**config.mk**
```make
export PLATFORM = sky130hd
export DESIGN_NAME = sorted_set_table
export DESIGN_NICKNAME = d
export VERILOG_FILES = /design/src/design/sst_pkg.sv /design/src/design/sorted_set_table.sv /design/src/design/sst_cell.sv
export SDC_FILE = /design/constraint.sdc
export NUM_CORES = 2
export LEC_CHECK = 0
export ABC_AREA = 1
export BUFFER_PORTS_ARGS = -buffer_cell sky130_fd_sc_hd__buf_2
export CORE_ASPECT_RATIO = 1.2
export CORE_UTILIZATION = 40
export DETAILED_ROUTE_END_ITERATION = 8
export PLACE_DENSITY = 0.63
export SLEW_MARGIN = 10
export SYNTH_ARGS = -nofsm -noshare
export SYNTH_HDL_FRONTEND = slang
export SYNTH_SLANG_ARGS = --single-unit
```
**constraint.sdc**
```tcl
create_clock -name clk -period 4.55 [get_ports clk]
set_input_delay 0.2275 -clock clk [delete_from_list [all_inputs] [get_ports clk]]
set_output_delay 0.2275 -clock clk [all_outputs]
set_load 0.05 [all_outputs]
```
**src/design/sst_pkg.sv**
```systemverilog
`timescale 1ns / 1ps

package sst_pkg;

  localparam int DEPTH     = 16;
  localparam int KEY_WIDTH = 32;
  localparam int CNT_W     = $clog2(DEPTH + 1);
  localparam int CMD_W     = 2;
  localparam int RANK_W    = 4;

  typedef enum logic [CMD_W-1:0] {
    CMD_INSERT = 2'd0,
    CMD_ERASE  = 2'd1,
    CMD_GET    = 2'd2,
    CMD_NONE   = 2'd3
  } sst_cmd_t;

  // Per-cell control broadcast by the top level each cycle
  typedef struct packed {
    logic ins_en;    // insert takes effect this cycle
    logic ers_en;    // erase takes effect this cycle
    logic occupied;  // cell index is below the stored count
    logic left_lt;   // left neighbor holds a key below the request key (or cell is first)
  } sst_cell_ctrl_t;

  // Compare flags returned by each cell
  typedef struct packed {
    logic lt;  // occupied and stored key below the request key
    logic eq;  // occupied and stored key equal to the request key
  } sst_cell_flag_t;

endpackage

```
**src/design/sorted_set_table.sv**
```systemverilog
`timescale 1ns / 1ps

// Sorted set of up to 16 distinct 32-bit keys held in ascending order in a row
// of compare-and-shift cells. For each request (insert, erase, get at rank)
// every cell compares its key with the request key at once and loads, shifts
// up, shifts down or holds in the same edge, so a request is accepted in every
// cycle in which the output register is empty or being drained. One result
// follows each request in the output register, valid from the cycle after
// acceptance. Insert fails when the set is full (count at or above the smaller
// of capacity_limit and 16) or the key is present; erase fails when the key is
// absent; get fails when rank_index is not below the count, and read_key is 0
// for every result except a successful get. Command 3 changes nothing and
// reports failure. capacity_limit resets to 16 and may be written only while
// no request is in flight.
module sorted_set_table
  import sst_pkg::*;
(
  input  logic                 clk,
  input  logic                 rst,
  input  logic                 cfg_write_en,
  input  logic [CNT_W-1:0]     cfg_write_data,
  input  logic                 in_valid,
  output logic                 in_ready,
  input  logic [CMD_W-1:0]     command,
  input  logic [KEY_WIDTH-1:0] key_value,
  input  logic [RANK_W-1:0]    rank_index,
  output logic                 out_valid,
  input  logic                 out_ready,
  output logic                 success,
  output logic [KEY_WIDTH-1:0] read_key,
  output logic [CNT_W-1:0]     key_count
);

  logic [CNT_W-1:0]     capacity_limit;
  logic [CNT_W-1:0]     count;
  logic [CNT_W-1:0]     count_next;
  logic [CNT_W-1:0]     eff_cap;
  logic                 accept;
  logic                 present;
  logic                 ins_ok;
  logic                 ers_ok;
  logic                 get_ok;
  logic                 op_ok;
  logic [KEY_WIDTH-1:0] get_key;
  logic [KEY_WIDTH-1:0] rd_key;
  sst_cmd_t             cmd;

  logic [KEY_WIDTH-1:0] cell_key  [DEPTH];
  sst_cell_flag_t       cell_flag [DEPTH];
  sst_cell_ctrl_t       cell_ctrl [DEPTH];

  assign cmd      = sst_cmd_t'(command);
  assign in_ready = !out_valid || out_ready;
  assign accept   = in_valid && in_ready;

  // Capacity register
  always_ff @(posedge clk) begin
    if (rst) begin
      capacity_limit <= CNT_W'(DEPTH);
    end else if (cfg_write_en) begin
      capacity_limit <= cfg_write_data;
    end
  end

  assign eff_cap = (capacity_limit < CNT_W'(DEPTH)) ? capacity_limit : CNT_W'(DEPTH);

  // Gather match flags across the row
  always_comb begin
    present = 1'b0;
    for (int i = 0; i < DEPTH; i++) begin
      present = present | cell_flag[i].eq;
    end
  end

  // Select the key at the requested rank
  always_comb begin
    get_key = '0;
    for (int i = 0; i < DEPTH; i++) begin
      if (rank_index == RANK_W'(i)) begin
        get_key = cell_key[i];
      end
    end
  end

  // Decide the outcome of the request
  always_comb begin
    ins_ok = 1'b0;
    ers_ok = 1'b0;
    get_ok = 1'b0;
    case (cmd)
      CMD_INSERT: ins_ok = (count < eff_cap) && !present;
      CMD_ERASE:  ers_ok = present;
      CMD_GET:    get_ok = {1'b0, rank_index} < count;
      default:    ;
    endcase
    op_ok  = ins_ok || ers_ok || get_ok;
    rd_key = get_ok ? get_key : '0;
  end

  // Update the stored count
  always_comb begin
    count_next = count;
    if (accept && ins_ok) begin
      count_next = count + CNT_W'(1);
    end else if (accept && ers_ok) begin
      count_next = count - CNT_W'(1);
    end
  end

  always_ff @(posedge clk) begin
    if (rst) begin
      count <= '0;
    end else begin
      count <= count_next;
    end
  end

  // Row of cells
  for (genvar g = 0; g < DEPTH; g++) begin : g_cell
    logic [KEY_WIDTH-1:0] left_k;
    logic [KEY_WIDTH-1:0] right_k;

    if (g == 0) begin : g_first
      assign left_k = key_value;
      assign cell_ctrl[g].left_lt = 1'b1;
    end else begin : g_mid
      assign left_k = cell_key[g-1];
      assign cell_ctrl[g].left_lt = cell_flag[g-1].lt;
    end

    if (g == DEPTH - 1) begin : g_last
      assign right_k = cell_key[g];
    end else begin : g_inner
      assign right_k = cell_key[g+1];
    end

    assign cell_ctrl[g].ins_en   = accept && ins_ok;
    assign cell_ctrl[g].ers_en   = accept && ers_ok;
    assign cell_ctrl[g].occupied = CNT_W'(g) < count;

    sst_cell u_cell (
      .clk       (clk),
      .ctrl      (cell_ctrl[g]),
      .in_key    (key_value),
      .left_key  (left_k),
      .right_key (right_k),
      .key       (cell_key[g]),
      .flag      (cell_flag[g])
    );
  end

  // Output register: hold until taken
  always_ff @(posedge clk) begin
    if (rst) begin
      out_valid <= 1'b0;
    end else if (accept) begin
      out_valid <= 1'b1;
    end else if (out_ready) begin
      out_valid <= 1'b0;
    end
  end

  always_ff @(posedge clk) begin
    if (accept) begin
      success   <= op_ok;
      read_key  <= rd_key;
      key_count <= count_next;
    end
  end

`ifndef ASSERT_OFF
  a_count_max: assert property (@(posedge clk) disable iff (rst)
    count <= CNT_W'(DEPTH))
    else $error("stored count above depth");

  a_count_shown: assert property (@(posedge clk) disable iff (rst)
    out_valid |-> key_count == count)
    else $error("reported count differs from stored count");

  a_insert_grows: assert property (@(posedge clk) disable iff (rst)
    accept && ins_ok |=> count == $past(count) + CNT_W'(1))
    else $error("count did not grow on insert");

  a_result_follows: assert property (@(posedge clk) disable iff (rst)
    accept |=> out_valid)
    else $error("request without result");
`endif

endmodule

```
**src/design/sst_cell.sv**
```systemverilog
`timescale 1ns / 1ps

module sst_cell
  import sst_pkg::*;
(
  input  logic                 clk,
  input  sst_cell_ctrl_t       ctrl,
  input  logic [KEY_WIDTH-1:0] in_key,
  input  logic [KEY_WIDTH-1:0] left_key,
  input  logic [KEY_WIDTH-1:0] right_key,
  output logic [KEY_WIDTH-1:0] key,
  output sst_cell_flag_t       flag
);

  logic [KEY_WIDTH-1:0] key_next;

  // Compare own key against the request key
  always_comb begin
    flag.lt = ctrl.occupied && (key < in_key);
    flag.eq = ctrl.occupied && (key == in_key);
  end

  // Keep smaller keys; at and above the sorted place load, shift up or shift down
  always_comb begin
    key_next = key;
    if (ctrl.ins_en && !flag.lt) begin
      if (ctrl.left_lt) begin
        key_next = in_key;
      end else begin
        key_next = left_key;
      end
    end else if (ctrl.ers_en && !flag.lt) begin
      key_next = right_key;
    end
  end

  always_ff @(posedge clk) begin
    key <= key_next;
  end

endmodule

```
==> results.txt <==
For the final setup violation count, the log shows 0. The number of levels in the clock H-tree is 2, and the internal cell power is 9.57 mW. For this run, global-route usage on met2 was measured as 48.6%. The analysis attributes to net switching a power of 4.13 mW. The flow ran to the end, and the final reports show no timing, DRC or antenna violations. The clock power share came out at 38.2%.

The worst register-to-register path begins at count[4]$_SDFF_PP0_. The worst-path maximum fanout came out at 39. 88 I/O pins were placed. The first global-routing pass estimated 234000 µm of wire. Walking the worst path, the cells encountered are inv_2 > nand2_1 > a21boi_2 > nand3_1 > inv_1 > nor2_1 > nand2_1 > nor2_4 > nand4_2 > inv_4 > buf_4 > nand2_1 > buf_12 > a21oi_1 > a21oi_1. The tools report the startpoint type of the worst setup path as a flip-flop.

For the synthesis warning total, the log shows 0. The floorplan step set the die height to 366 µm. At the end of routability-driven placement, the weighted congestion stood at 0.974. After detailed routing, the number of vias per cell comes to 5.69. The logs give 561 for the total clock sinks and 6 for the first-pass iteration count of the detailed router. Once the floorplan was initialized, standard cells occupied 40.3% of the core.

TritonCTS built the clock tree. The count of nets after finishing was 6298; the minimum clock period was 4.24 ns. The area added between synthesis and finish is 10.9%, and the post-route worst setup slack is 0.308 ns.

The run gives 20.5 nW as the leakage power. Setup repair after global routing left no endpoint under its margin. The run gives 0.0783 ns as the final worst hold slack. The share of layout cells above drive strength 1 is 7.57%, and the global routing usage on met1 is 32.9%. The core area came out at 109000 µm².

Of the total power, the share spent switching nets is 30.1%. Leaving out fill and tap cells, the most frequent cell in the layout is nand2_1. The total DRC errors in the routed layout was 0. In this run, synthesis produced a sequential element count of 561. The critical path start-end classification was reg -> reg. The worst setup path is captured at a flip-flop. The number of cells on the worst reg-to-reg path is 15. At the worst endpoint, the required time is 5.04 ns. After detailed routing, the average wire length per cell comes to 21.5 µm.

Timing would allow up to 236 MHz. The number of different library cells in the post-synthesis netlist was 49. The tools report the number of instances in the placed design as 7064.

Once detail routing completed, the nets flagged for antenna violations numbered 0. When the netlist entered floorplanning its net count stood at 6276. Of the total power, combinational logic draws 17.7%.

Number of violations reported at the end of detailed-routing iteration 0: 4072. Total setup buffers inserted after CTS: 0. The most frequent cell on the critical path is nand2_1. The logs give 155000 µm for the total wirelength of the detailed-routed design and 4.73 ns for the data arrival time of the worst path. The number of fill cells in the layout is 10800.

The library cells used most frequently in the layout, excluding fill and tap cells, are nand2_1 (1479), a21oi_1 (773), nor2_1 (606). Across the routed clock network, the largest skew measured is 0.0282 ns. Max-slew violation count: 0. The total number of placement rows is 133.

For the number of global-route vias before repair, the log shows 38900. The number of buffers inserted for hold repair after clock tree synthesis came out at 18. Tracing the worst setup path back leads to its startpoint at count[4]$_SDFF_PP0_. For the global routing met3 resource utilization, the log shows 2.61%. The run gives 0 as the number of hold violations in the final report. The tools report the capture point of the worst path as g_cell[6].u_cell.key[25]$_DFFE_PP_.

Buffers placed on the I/O ports in this run total 87. The worst-case vdd ir drop was 0.000274 V; the worst setup slack after placement was -0.0377 ns. The tools report the post-DP HPWL as 121000 µm. The mapped netlist covers 44100 µm². In this run the register-to-register setup slack is 0.31 ns. The clock-pin slew of the registers on the worst-case setup and hold paths came out at 0.06 ns. The number of buffers and inverters on the critical path is 5. The worst path uses 93.2% of the clock period. In this design, the stage delay of the slowest critical-path cell is 0.80 ns.

The pin slew with the least headroom to its limit was 1.12 ns. The insertion delay of the later-clocked pin in the worst-skew pair is 0.67 ns. The class of the worst hold path was in -> reg. For this design, the slowest cell found on the critical path is dfxtp_1. Global routing used 27.2% of the available tracks across all layers. In this run the horizontal extent of the chip is 305 µm. The logs give 61 for the number of buffers created by CTS and 0 for the post-cts sizing count. The endpoint identified for the worst register-to-register timing path is g_cell[6].u_cell.key[25]$_DFFE_PP_.

Most used routing layer: met2. The remaining max-slew budget at the tightest pin is 25.2%, and the share of the yosys chip area belonging to registers is 38.0%. The total global routing overflow was 0.

Each instance of the synthesized netlist takes up on average 7.72 µm². The depth of the critical timing path with buffers and inverters included came out at 15. The tools report the number of maximum-capacitance violations as 0. The die covers 111000 µm². The tools report the root buffer selected by CTS as clkbuf_16.

The pin count of the biggest net entering global routing is 96. The count of cells in the finished layout, fillers not included, comes to 7193. The initial antenna violation count was 5; the number of buffers on the longest clock path was 3.

After technology mapping, the gate count stands at 5706. For this block, the via count after detailed routing is 41000. Sequential cells account for 44.2% of the total power. The start point of the worst min-delay path is key_value[29].

The power density over the cells was 280 nW/µm². Broken down by cell family, the worst path's largest delay share belongs to simple AND/OR/NAND/NOR gates.
[final cells by class]
| class | count | area [µm²] | share of cell area (%) |
|---|---|---|---|
| Multi-Input combinational cell | 4536 | 25100 | 51.3 |
| Sequential cell | 561 | 16700 | 34.3 |
| Timing Repair Buffer | 259 | 2130 | 4.37 |
| Tap cell | 1417 | 1770 | 3.63 |
| Clock buffer | 76 | 1640 | 3.36 |
| Inverter | 309 | 1160 | 2.38 |
| Clock inverter | 34 | 342 | 0.699 |
| Antenna cell | 1 | 2.50 | 0.00512 |
[worst min-delay path by stage]
stage                                         endpoint  slack (ns)  cells past startpoint
floorplan               capacity_limit[4]$_SDFFE_PP1P_        0.33                      1
global placement        capacity_limit[4]$_SDFFE_PP1P_        0.44                      3
CTS                 g_cell[3].u_cell.key[29]$_DFFE_PP_        0.03                      3
detailed placement      capacity_limit[4]$_SDFFE_PP1P_        0.44                      3
finish              g_cell[3].u_cell.key[29]$_DFFE_PP_        0.08                      3
global route        g_cell[4].u_cell.key[29]$_DFFE_PP_        0.07                      3
[cells in the mapped netlist, drive strengths merged]
cell,count,share of area (%)
nand3,200,2.3
o211a,2,0.045
a22oi,8,0.14
nor3,25,0.28
or2,2,0.028
nand4,105,1.5
a31oi,69,0.98
a21boi,5,0.094
ha,522,15
nand2,1492,13
clkbuf,218,1.9
and3,1,0.014
o21ai,571,6.5
a2111oi,1,0.020
a211oi,9,0.15
nor4,3,0.043
dfxtp,11,0.50
o211ai,14,0.24
a21oi,779,8.9
inv,276,2.4
o221ai,6,0.12
edfxtp,550,37
or3,1,0.014
o2111ai,7,0.14
mux2,31,1.0
nor2,644,5.8
buf,82,1.1
a221oi,5,0.099
clkinv,33,0.28
o21a,14,0.24
nand3b,8,0.14
and2,3,0.043
o22ai,6,0.085
o21bai,3,0.051
[sequential cells by signal (all words and copies together), names as in the netlist]
signal,flops
g_cell.u_cell.key,512
success,1
read_key,32
count,5
out_valid,1
capacity_limit,5
key_count,5
[metrics by stage]
stage	utilization [%]	cell area (µm²)	TNS, ns	power, mW
6_report	44.7	48900	0	13.7
5_1_grt	44.7	48900	0	14.2
4_1_cts	44.7	48900	0	13.7
3_5_place_dp	42.7	46700	-0.329	8.52
3_3_place_gp	42.7	46700	-0.165	8.46
2_1_floorplan	-	44100	-35.24	7.66
[power groups by stage]
stage                     registers, mW  clock network, mW  logic (mW)
after floorplan                    6.18                  0        1.48
after global placement             6.16                  0        2.31
after detailed placement           6.16                  0        2.36
final                              6.05               5.23        2.42
after global routing               6.07               5.43        2.68
after CTS                          6.05               5.29        2.39
[routing by layer]
layer | part of all wire, % | vias up
met5 | 0.011 | -
met4 | 4.9 | 2
met3 | 6.6 | 337
met2 | 49 | 1611
met1 | 39 | 19100
li1 | - | 19900
[tightest hold or removal path: stages]
cell and delay, ns:
buf_2 0.18, nand2_1 0.09, a21oi_1 0.06
[logic make-up (layout without fill, tap and decap cells)]
family,Yosys count,in the layout,share of synthesized area (%)
compound gates,1499,1499,17.7
mux,31,31,1.02
other cells,0,1,0
flops,561,561,38.0
buf+inv,609,678,5.59
simple gates,2484,2484,22.8
fa+ha+maj,522,522,14.8
Power figures use the tool's default switching activity.
